[src/hw/rtl/c8ie_pkg.sv]
// c8ie_pkg: shared types, constants and the hex font for the chip8 executor
// no dependencies

package c8ie_pkg;

	localparam int MEM_AW       = 12;
	localparam int MEMORY_DEPTH = 1 << MEM_AW;
	localparam int SP_W         = 4;
	localparam int STACK_DEPTH  = 1 << SP_W;
	localparam int FONT_BYTES   = 80;

	localparam logic [11:0] START_RESET = 12'h200;
	localparam logic [7:0]  TDIV_RESET  = 8'd9;

	localparam logic CFG_START = 1'b0;
	localparam logic CFG_TDIV  = 1'b1;

	typedef enum logic [1:0] {
		ACT_LOAD = 2'd0,
		ACT_EXEC = 2'd1,
		ACT_READ = 2'd2,
		ACT_NONE = 2'd3
	} action_t;

	typedef enum logic [3:0] {
		ST_CLEAR, ST_IDLE, ST_LOAD, ST_RADDR, ST_RDATA, ST_FETCH0, ST_FETCH1,
		ST_FETCH2, ST_EXEC, ST_FLAG, ST_LOOP, ST_FINISH
	} state_t;

	typedef enum logic [3:0] {
		DP_IDLE, DP_CLEAR, DP_LOAD, DP_RADDR, DP_RDATA, DP_FETCH0, DP_FETCH1,
		DP_FETCH2, DP_EXEC, DP_FLAG, DP_LOOP, DP_FINISH
	} step_t;

	typedef enum logic [1:0] {
		EX_SINGLE,
		EX_FLAG,
		EX_LOOP
	} ex_kind_t;

	typedef struct packed {
		step_t step;
		logic  accept;
		logic  out_load;
	} dp_cmd_t;

	typedef struct packed {
		logic     clear_done;
		logic     halted;
		ex_kind_t kind;
		logic     loop_last;
	} dp_status_t;

	localparam logic [7:0] FONT [FONT_BYTES] = '{
		8'hF0, 8'h90, 8'h90, 8'h90, 8'hF0, 8'h20, 8'h60, 8'h20, 8'h20, 8'h70,
		8'hF0, 8'h10, 8'hF0, 8'h80, 8'hF0, 8'hF0, 8'h10, 8'hF0, 8'h10, 8'hF0,
		8'h90, 8'h90, 8'hF0, 8'h10, 8'h10, 8'hF0, 8'h80, 8'hF0, 8'h10, 8'hF0,
		8'hF0, 8'h80, 8'hF0, 8'h90, 8'hF0, 8'hF0, 8'h10, 8'h20, 8'h40, 8'h40,
		8'hF0, 8'h90, 8'hF0, 8'h90, 8'hF0, 8'hF0, 8'h90, 8'hF0, 8'h10, 8'hF0,
		8'hF0, 8'h90, 8'hF0, 8'h90, 8'h90, 8'hE0, 8'h90, 8'hE0, 8'h90, 8'hE0,
		8'hF0, 8'h80, 8'h80, 8'h80, 8'hF0, 8'hE0, 8'h90, 8'h90, 8'h90, 8'hE0,
		8'hF0, 8'h80, 8'hF0, 8'h80, 8'hF0, 8'hF0, 8'h80, 8'hF0, 8'h80, 8'h80
	};

	function automatic logic [7:0] font_byte(input logic [MEM_AW-1:0] a);
		logic [7:0] b;
		b = 8'h00;
		if (a < MEM_AW'(FONT_BYTES))
			b = FONT[a[6:0]];
		return b;
	endfunction

endpackage

[src/hw/rtl/c8ie_ctrl.sv]
// c8ie_ctrl: sequencing state machine of the chip8 executor
// depends on c8ie_pkg

module c8ie_ctrl import c8ie_pkg::*; (
	input  logic       clk,
	input  logic       arst_n,
	input  logic       in_valid,
	input  logic [1:0] action,
	input  logic       out_ready,
	input  dp_status_t status,
	output logic       in_ready,
	output logic       out_valid,
	output dp_cmd_t    cmd
);

	state_t state_q, state_d;
	logic   out_valid_q;

	always_ff @(posedge clk or negedge arst_n) begin
		if (!arst_n) begin
			state_q     <= ST_CLEAR;
			out_valid_q <= 1'b0;
		end else begin
			state_q <= state_d;
			if (cmd.out_load)
				out_valid_q <= 1'b1;
			else if (out_ready)
				out_valid_q <= 1'b0;
		end
	end

	assign in_ready  = (state_q == ST_IDLE);
	assign out_valid = out_valid_q;

	always_comb begin
		state_d      = state_q;
		cmd.step     = DP_IDLE;
		cmd.accept   = 1'b0;
		cmd.out_load = 1'b0;
		unique case (state_q)
			ST_CLEAR: begin
				cmd.step = DP_CLEAR;
				if (status.clear_done)
					state_d = ST_IDLE;
			end
			ST_IDLE: begin
				if (in_valid) begin
					cmd.accept = 1'b1;
					unique case (action_t'(action))
						ACT_LOAD: state_d = ST_LOAD;
						ACT_READ: state_d = ST_RADDR;
						ACT_EXEC: state_d = status.halted ? ST_FINISH : ST_FETCH0;
						default:  state_d = ST_FINISH;
					endcase
				end
			end
			ST_LOAD: begin
				cmd.step = DP_LOAD;
				state_d  = ST_FINISH;
			end
			ST_RADDR: begin
				cmd.step = DP_RADDR;
				state_d  = ST_RDATA;
			end
			ST_RDATA: begin
				cmd.step = DP_RDATA;
				state_d  = ST_FINISH;
			end
			ST_FETCH0: begin
				cmd.step = DP_FETCH0;
				state_d  = ST_FETCH1;
			end
			ST_FETCH1: begin
				cmd.step = DP_FETCH1;
				state_d  = ST_FETCH2;
			end
			ST_FETCH2: begin
				cmd.step = DP_FETCH2;
				state_d  = ST_EXEC;
			end
			ST_EXEC: begin
				cmd.step = DP_EXEC;
				unique case (status.kind)
					EX_FLAG: state_d = ST_FLAG;
					EX_LOOP: state_d = ST_LOOP;
					default: state_d = ST_FINISH;
				endcase
			end
			ST_FLAG: begin
				cmd.step = DP_FLAG;
				state_d  = ST_FINISH;
			end
			ST_LOOP: begin
				cmd.step = DP_LOOP;
				if (status.loop_last)
					state_d = ST_FINISH;
			end
			ST_FINISH: begin
				cmd.step = DP_FINISH;
				if (!out_valid_q || out_ready) begin
					cmd.out_load = 1'b1;
					state_d      = ST_IDLE;
				end
			end
			default: state_d = ST_CLEAR;
		endcase
	end

endmodule

[config.mk]
export PLATFORM = sky130hd
export DESIGN_NAME = c8ie_ctrl
export DESIGN_NICKNAME = d
export VERILOG_FILES = /design/src/hw/rtl/c8ie_pkg.sv /design/src/hw/rtl/c8ie_ctrl.sv
export SDC_FILE = /design/constraint.sdc
export NUM_CORES = 1
export LEC_CHECK = 0
export BUFFER_PORTS_ARGS = -buffer_cell sky130_fd_sc_hd__buf_2
export CAP_MARGIN = 20
export CORE_AREA = 3 3 40 42
export DETAILED_ROUTE_END_ITERATION = 7
export DIE_AREA = 0 0 43 45
export PLACE_DENSITY = 0.72
export SLEW_MARGIN = 20
export SYNTH_ARGS = -nofsm -noshare
export SYNTH_HDL_FRONTEND = slang
export SYNTH_SLANG_ARGS = --single-unit
[constraint.sdc]
create_clock -name clk -period 2.32 [get_ports clk]
set_input_delay 0.464 -clock clk [delete_from_list [all_inputs] [get_ports clk]]
set_output_delay 0.464 -clock clk [all_outputs]
set_load 0.05 [all_outputs]
# Yosys cells after proc, flatten, opt, wreduce, memory -nomap -nowiden
# Index checks and enable logic that the tools add are counted.
[word_totals]
word_cells = 43
inputBits = 11
output_inout_bits = 8
ff_bits = 5
[classes]
n_eq_ne = 19
mux = 15
reduce_logical = 7
[ops]
columns = ["cell", "count"]
rows = [
  ["one-hot mux 4 bit (11 select lines)", 1],
  ["one-hot mux 4 bit (10 select lines)", 1],
  ["2-to-1 mux 4 bit", 5],
  ["equality test 4 x 3 -> 1 bit, second input constant", 4],
  ["equality test 4 bit, second input constant", 4],
  ["one-hot mux 4 bit (3 select lines)", 1],
  ["equality test 4 x 2 -> 1 bit, second input constant", 2],
  ["inequality test 2 bit, second input constant", 4],
  ["2-to-1 mux 1 bit", 6],
  ["equality test 2 x 1 -> 1 bit, second input constant", 2],
  ["equality test 2 bit, second input constant", 2],
  ["equality test 4 x 1 -> 1 bit, second input constant", 1],
  ["zero test 4 bit", 1],
  ["one-hot mux 2 bit (2 select lines)", 1],
  ["AND reduction 4 bit", 1],
  ["OR reduction 3 bit", 1],
  ["zero test 2 bit", 1],
  ["nonzero test 2 bit", 1],
  ["zero test 1 bit", 1],
  ["logical OR 1 bit", 1],
]

# Longest topological paths before layout
# Gate-level depths: netlist (run 1).
[depth]
depth_word = 5
ltp_mapped = 6
ltp_nobuf = 6

# Worst setup path before layout (run 1)
# No wires, ideal clock.
[synth_path]
kind = "register to output"
from = "register state_q[3]"
to = "output cmd[2] (netlist name)"
path_buffers = 0
slack_ns = 0.163
required_ns = 1.856
arrival_time_ns = 1.693
path_stages_with_launch = 5
cell_sequence = "dfrtp_1 > inv_1 > ha_1 > o21a_1 > a22o_1"
[synth_rtl]
columns = ["item", "line", "source"]
rows = [
  ["start: declaration", "c8ie_ctrl.sv:16", "state_t state_q, state_d;"],
  ["start signal: assignment", "c8ie_ctrl.sv:24", "state_q <= state_d;"],
  ["end: declaration", "c8ie_ctrl.sv:13", "output dp_cmd_t cmd"],
]

==> out/summary.txt, run 1 <==
Initial Utilization = 46.3%
area grow syn2layout = 17.0%
crit-path max FO = 7
max_cap viols = 0
RSZ-0062 raised after global routing = false
vias in the first global route = 479
Post-synth EDFFs = 0
core area = 1280 sq um
Final setup viols = 0
Net Count, Synth = 80
Seq/Total Area, Yosys = 21.0%
Gate Count Post-Synth = 64
Total Routed Length = 1190 um
crit path launch = state_q[2]
post-cts resize count = 0
die area = 1940 sq um
CTS hold repair buffers = 0
FILL cells = 118
global route total overflow = 0
Clock Sinks = 5
element type at the critical path start = register
antenna violations before repair = 0
largest net degree at the start of global routing = 17
worst skew pair latency = 0.25 ns
fraction of layout cells with a size suffix above 1 = 34.9%
final hold violations = 0
fmax = 0.456 GHz
Wirelength per Cell = 12.1 um
Mapped Avg Cell Area = 9.31 sq um
# IOs = 19
initial drt markers = 2
Seq cells post-synth = 5
Critical Path AT = 1.73 ns
Remaining DRCs = 0
Nets = 100
actual slew at the worst max-slew pin = 0.546 ns
HPWL after detailed placement = 917 um
Post-DRT Antenna Nets = 0
CTS tree = done
# port buffers = 18
FF-to-FF path depth = 3
first-pass iteration count of the detailed router = 4
row count = 13
Slew headroom = 63.6%
Post-CTS Setup Inserts = 0
final setup TNS = 0 ns
Hold Path Class = in2async
Die Ht = 45 um
max-slew violations = 0
most frequent cells in the layout = buf_2, inv_1, ha_1, dfrtp_1
CTS root buf = clkbuf_4
post-route minimum period = 2.19 ns
YS warnings = 0
outcome = finished, final reports clean
Clock Path Buffers = 2
gr usage total = 13.4%
clock slew at reported path FFs = 0.05 ns
CP endpoint kind = output port
critical path class = reg2out
ANT cells = 0
Post-synth top flop = dfrtp_1
Crit Reg-Reg Startpoint = state_q[0]
Die Span X = 43 um
fin crit share = 94.6%
Via-to-Cell Ratio = 5.42
Final GP Congestion = 0.802
commonest non-fill, non-tap cell in the layout = buf_2
vias = 531
Critical Path RT = 1.86 ns
post-synth cell types = 35
Async SR Flop Fraction = 100%
synthesized area = 596 sq um
Fin Clk Skew = 0.00599 ns
Num CTS Buffers = 3
first-pass GRT wire length = 1970 um
htree depth = 1
## synthesized netlist by cell type, types with 2 or more instances
master | n | area share, %
buf_6 | 3 | 5.7
inv_1 | 8 | 5.0
o21ai_0 | 3 | 2.5
o32ai_1 | 2 | 2.9
o21a_1 | 3 | 3.8
o31ai_1 | 2 | 2.5
a31oi_1 | 2 | 2.1
nor2_1 | 3 | 1.9
mux2_4 | 2 | 5.0
nor2b_1 | 2 | 2.1
mux2i_1 | 2 | 3.4
dfrtp_1 | 5 | 21
ha_1 | 5 | 11
## flip-flops by register name, indices dropped and copies added (netlist names)
register,count
state_q,4
out_valid,1
## area by class of cell
class / count / area (sq um) / share of cell area, %
Clock buffer: 4 / 26.3 / 3.77
Inverter: 8 / 30.0 / 4.31
Multi-Input combinational cell: 48 / 407 / 58.3
Sequential cell: 5 / 125 / 18.0
Tap cell: 15 / 18.8 / 2.69
Timing Repair Buffer: 18 / 90.1 / 12.9
## kinds of logic after synthesis
logic type,share of synthesized area (%)
compound gates,30.5
xor+xnor,1.47
fa+ha+maj,10.5
buf+inv,10.7
flops,21.0
mux,8.40
simple gates,17.4
## layer usage
metal / global-route usage (%) / vias up / share of wire, %
met5: 0 / - / 0
met4: 5.42 / 0 / 0.84
met3: 2.39 / 2 / 5.5
met2: 23.7 / 14 / 49
met1: 16.3 / 241 / 45
li1: - / 274 / -
## worst max-delay path: stages, from the launching register on
cell and delay [ns]:
dfrtp_1 0.39, inv_1 0.10, ha_1 0.33, o21a_1 0.23
a22o_1 0.22, buf_2 0.21
## per-stage QoR
stage	setup slack [ns]	util, %	cell area [sq um]	hold WS [ns]	std cells
after floorplan	0.163	-	596	0.168	64
after global placement	0.385	52.2	671	0.287	94
after detailed placement	0.391	52.2	671	0.289	94
after CTS	0.107	54.2	697	0.0277	98
after global routing	0.0146	54.2	697	0.0312	98
final	0.126	54.2	697	0.0228	98
## path summary, 6_finish.rpt
| kind | slack, ns | endpoint |
|---|---|---|
| setup / recovery | 0.13 | cmd[2] |
| min in group clk | 0.43 | out_valid |
| max in group asynchronous | 2.16 | state_q[0] |
| hold reg to reg | 0.57 | out_valid |
| hold / removal | 0.02 | state_q[2] |
| setup reg to reg | 0.61 | state_q[2] |
Power of run 1 is left out: the tool's default activity adds up to more than one toggle a clock period on the data nets, which glitch-free logic cannot reach.
==> run 2, diff against run 1 <==
- CAP_MARGIN: 20 -> default
- CTS_BUF_LIST: default -> sky130_fd_sc_hd__clkbuf_4
==> out/summary.txt, run 2 (synthesized netlist as in run 1, its figures left out) <==
max_cap viols = 0 (unchanged)
CP endpoint kind = output port (unchanged)
max-slew violations = 0 (unchanged)
fmax = 0.455 GHz (was 0.456 GHz)
Slew headroom = 63.2% (was 63.6%)
area grow syn2layout = 17.6% (was 17.0%)
final hold violations = 0 (unchanged)
most frequent cells in the layout = buf_2, inv_1, ha_1, dfrtp_1, clkbuf_4 (was buf_2, inv_1, ha_1, dfrtp_1)
Post-CTS Setup Inserts = 0 (unchanged)
CTS tree = done (unchanged)
HPWL after detailed placement = 917 um (unchanged)
first-pass GRT wire length = 1950 um (was 1970 um)
first-pass iteration count of the detailed router = 4 (unchanged)
element type at the critical path start = register (unchanged)
post-cts resize count = 0 (unchanged)
Via-to-Cell Ratio = 5.39 (was 5.42)
fraction of layout cells with a size suffix above 1 = 36.1% (was 34.9%)
antenna violations before repair = 0 (unchanged)
Initial Utilization = 46.3% (unchanged)
largest net degree at the start of global routing = 17 (unchanged)
Top reg by flops = state_q (unchanged)
Critical Path RT = 1.86 ns (about the same)
ANT cells = 0 (unchanged)
clock slew at reported path FFs = 0.05 ns (about the same)
Num CTS Buffers = 3 (unchanged)
global route total overflow = 0 (unchanged)
Die Ht = 45 um (unchanged)
CTS root buf = clkbuf_4 (unchanged)
Critical Path AT = 1.74 ns (was 1.73 ns)
outcome = finished, final reports clean (unchanged)
gr usage total = 13.3% (was 13.4%)
Remaining DRCs = 0 (unchanged)
RSZ-0062 raised after global routing = false (unchanged)
critical path class = reg2out (unchanged)
crit-path max FO = 7 (unchanged)
grt met1 use = 16.3% (unchanged)
post-route minimum period = 2.20 ns (was 2.19 ns)
busiest grt layer = met2 (unchanged)
fin crit share = 94.8% (was 94.6%)
# port buffers = 18 (unchanged)
Wirelength per Cell = 12.1 um (about the same)
vias = 528 (was 531)
met2 GRT Util = 23.1% (was 23.7%)
final setup TNS = 0 ns (unchanged)
core area = 1280 sq um (unchanged)
vias in the first global route = 472 (was 479)
max FFs per register = 4 (unchanged)
die area = 1940 sq um (unchanged)
Fin Clk Skew = 0.00349 ns (was 0.00599 ns)
Final GP Congestion = 0.802 (unchanged)
actual slew at the worst max-slew pin = 0.551 ns (was 0.546 ns)
Final setup viols = 0 (unchanged)
row count = 13 (unchanged)
Post-DRT Antenna Nets = 0 (unchanged)
GR Util met3 = 2.39% (unchanged)
initial drt markers = 14 (was 2)
Nets = 100 (unchanged)
Clock Path Buffers = 2 (unchanged)
commonest non-fill, non-tap cell in the layout = buf_2 (unchanged)
Die Span X = 43 um (unchanged)
htree depth = 1 (unchanged)
CTS hold repair buffers = 0 (unchanged)
# IOs = 19 (unchanged)
Clock Sinks = 5 (unchanged)
Hold Path Class = in2async (unchanged)
worst skew pair latency = 0.24 ns (was 0.25 ns)
Total Routed Length = 1180 um (was 1190 um)
==> run 2: per-layer routing <==
layer	wire length (um)	vias up
met1	572	242
met2	548	12
met3	63	0
met5	0	-
met4	0	0
li1	-	274
==> run 2: metrics by stage <==
stage | hold WS (ns) | area (sq um) | worst slack [ns] | util [%] | cells
finish | 0.0262 | 701 | 0.120 | 54.5 | 98
global placement | 0.287 | 671 | 0.385 | 52.2 | 94
CTS | 0.0280 | 701 | 0.107 | 54.5 | 98
floorplan | 0.168 | 596 | 0.163 | - | 64
detailed placement | 0.289 | 671 | 0.391 | 52.2 | 94
global route | 0.0318 | 701 | 0.00724 | 54.5 | 98
==> run 2: layout make-up <==
type / count / area, sq um
Sequential cell: 5 / 125
Fill cell: 118 / 584
Tap cell: 15 / 18.8
Clock buffer: 4 / 30.0
Inverter: 8 / 30.0
Multi-Input combinational cell: 48 / 407
Timing Repair Buffer: 18 / 90.1
==> run 2: worst max-delay path, stage by stage, from the launching register on <==
cell     delay, ns
dfrtp_1       0.40
inv_1         0.10
ha_1          0.33
o21a_1        0.23
a22o_1        0.22
buf_2         0.21
==> run 2: final timing paths <==
kind	from	end	slack, ns	depth (start not counted)
min in group clk	out_ready	out_valid	0.43	2
min reg2reg	out_valid	out_valid	0.57	2
min	arst_n	state_q[2]	0.03	1
max in group asynchronous	arst_n	state_q[0]	2.16	1
max reg2reg	state_q[2]	state_q[1]	0.58	6
max	state_q[2]	cmd[2]	0.12	5
Power of run 2 is left out for the same reason.
==> run 3, diff against run 2 <==
- CORE_AREA: 3 3 40 42 -> 2 2 39 41
- DIE_AREA: 0 0 43 45 -> 0 0 41 43
- RECOVER_POWER: default -> 100
==> out/summary.txt, run 3 (synthesized netlist as in run 1, its figures left out) <==
CTS tree = done (unchanged)
Critical Path AT = 1.73 ns (was 1.74 ns)
Fin Clk Skew = 0.00522 ns (was 0.00349 ns)
final hold violations = 0 (unchanged)
Post-DRT Antenna Nets = 0 (unchanged)
met3 WL = 74 um (was 63 um)
vias in the first global route = 467 (was 472)
Crit Reg-Reg Startpoint = state_q[0] (was state_q[2])
first-pass GRT wire length = 1880 um (was 1950 um)
core area = 1380 sq um (was 1280 sq um)
Post-CTS Setup Inserts = 0 (unchanged)
Max Used Layer = met4 (was met3)
most frequent cells in the layout = buf_2, inv_1, ha_1, dfrtp_1 (was buf_2, inv_1, ha_1, dfrtp_1, clkbuf_4)
CP max-delay cell = dfrtp_1 (unchanged)
initial drt markers = 18 (was 14)
Via-to-Cell Ratio = 5.46 (was 5.39)
max_cap viols = 0 (unchanged)
Num CTS Buffers = 3 (unchanged)
r2r endpoint = state_q[2] (was state_q[1])
outcome = finished, final reports clean (unchanged)
Critical Path RT = 1.86 ns (about the same)
Final setup viols = 0 (unchanged)
fmax = 0.455 GHz (about the same)
global route total overflow = 0 (unchanged)
critical path class = reg2out (unchanged)
Clock Path Buffers = 2 (unchanged)
fraction of layout cells with a size suffix above 1 = 30.1% (was 36.1%)
worst skew pair latency = 0.25 ns (was 0.24 ns)
Layout Cells excl Fill = 99 (was 98)
Remaining DRCs = 0 (unchanged)
CTS hold repair buffers = 0 (unchanged)
crit-path max FO = 7 (unchanged)
vias = 541 (was 528)
# port buffers = 18 (unchanged)
Nets = 100 (unchanged)
CP endpoint kind = output port (unchanged)
antenna violations before repair = 0 (unchanged)
FF-to-FF path depth = 3 (was 6)
routed wl met2 = 567 um (was 548 um)
first-pass iteration count of the detailed router = 4 (unchanged)
critical-path cell list = inv_1, ha_1, o21a_1, a22o_1, clkbuf_2 (was inv_1, ha_1, o21a_1, a22o_1, buf_2)
element type at the critical path start = register (unchanged)
Top reg by flops = state_q (unchanged)
fin crit share = 94.7% (was 94.8%)
Wirelength per Cell = 12.6 um (was 12.1 um)
Met1 Wirelength = 584 um (was 572 um)
HPWL after detailed placement = 989 um (was 917 um)
max FFs per register = 4 (unchanged)
row count = 14 (was 13)
CP max stage delay = 0.40 ns (about the same)
# IOs = 19 (unchanged)
cell total after placement = 95 (was 94)
die area = 1760 sq um (was 1940 sq um)
Final GP Congestion = 0.835 (was 0.802)
FILL cells = 140 (was 118)
area grow syn2layout = 16.4% (was 17.6%)
clock slew at reported path FFs = 0.05 ns (about the same)
post-cts resize count = 0 (unchanged)
Die Ht = 43 um (was 45 um)
CTS root buf = clkbuf_4 (unchanged)
Initial Utilization = 43.0% (was 46.3%)
Die Span X = 41 um (was 43 um)
RSZ-0062 raised after global routing = false (unchanged)
max-slew violations = 0 (unchanged)
Clock Sinks = 5 (unchanged)
final setup TNS = 0 ns (unchanged)
Total Routed Length = 1250 um (was 1180 um)
actual slew at the worst max-slew pin = 0.662 ns (was 0.551 ns)
gr usage total = 15.6% (was 13.3%)
Slew headroom = 55.4% (was 63.2%)
minimum setup slack among reg-to-reg paths = 0.30 ns (was 0.58 ns)
largest net degree at the start of global routing = 17 (unchanged)
commonest non-fill, non-tap cell in the layout = buf_2 (unchanged)
post-route minimum period = 2.20 ns (about the same)
ANT cells = 0 (unchanged)
Hold Path Class = in2async (unchanged)
htree depth = 1 (unchanged)
[run 3: changes by cell type in the layout (fill, tap and decap cells not counted)]
cell / before / now
buf_2: 18 / 10
clkbuf_1: 0 / 4
clkbuf_2: 0 / 4
o21ai_0: 3 / 4
o21ai_2: 1 / 0
[run 3: how the worst max path moves through the flow]
stage / start / endpoint / slack (ns) / cells after the start
after floorplan: state_q[3] / cmd[2] / 0.16 / 4
after global placement: state_q[3] / cmd[1] / 0.44 / 6
after detailed placement: state_q[2] / cmd[1] / 0.40 / 6
after CTS: state_q[2] / cmd[1] / 0.13 / 6
after global routing: state_q[2] / cmd[1] / 0.03 / 6
final: state_q[2] / cmd[2] / 0.12 / 5
[run 3: worst max-delay path: cells and delay by family (launching register included)]
family	cells	cell delay (ns)
adder cells (fa/ha/maj)	1	0.31
flip-flops	1	0.40
buffers and inverters	2	0.33
AO/OA/AOI/OAI	2	0.45
[run 3: final cells by class]
| cell class | count | area, sq um | area share [%] |
|---|---|---|---|
| Timing Repair Buffer | 18 | 85.1 | 12.3 |
| Multi-Input combinational cell | 48 | 403 | 58.1 |
| Sequential cell | 5 | 125 | 18.1 |
| Inverter | 8 | 30.0 | 4.33 |
| Clock buffer | 4 | 30.0 | 4.33 |
| Tap cell | 16 | 20.0 | 2.89 |
[run 3: per-stage QoR]
stage	instance area [sq um]	hold slack [ns]	setup slack (ns)	util (%)
2_1_floorplan	596	0.168	0.163	-
3_3_place_gp	672	0.287	0.440	48.6
3_5_place_dp	672	0.290	0.400	48.6
4_1_cts	702	0.0168	0.134	50.7
5_1_grt	693	0.0816	0.0324	50.1
6_report	693	0.0627	0.124	50.1
[run 3: metal layers]
metal,GRT usage [%],up-vias
li1,-,272
met1,19.9,246
met2,23.8,21
met3,1.57,2
met4,10.0,0
met5,0,-
Power of run 3 is left out for the same reason.
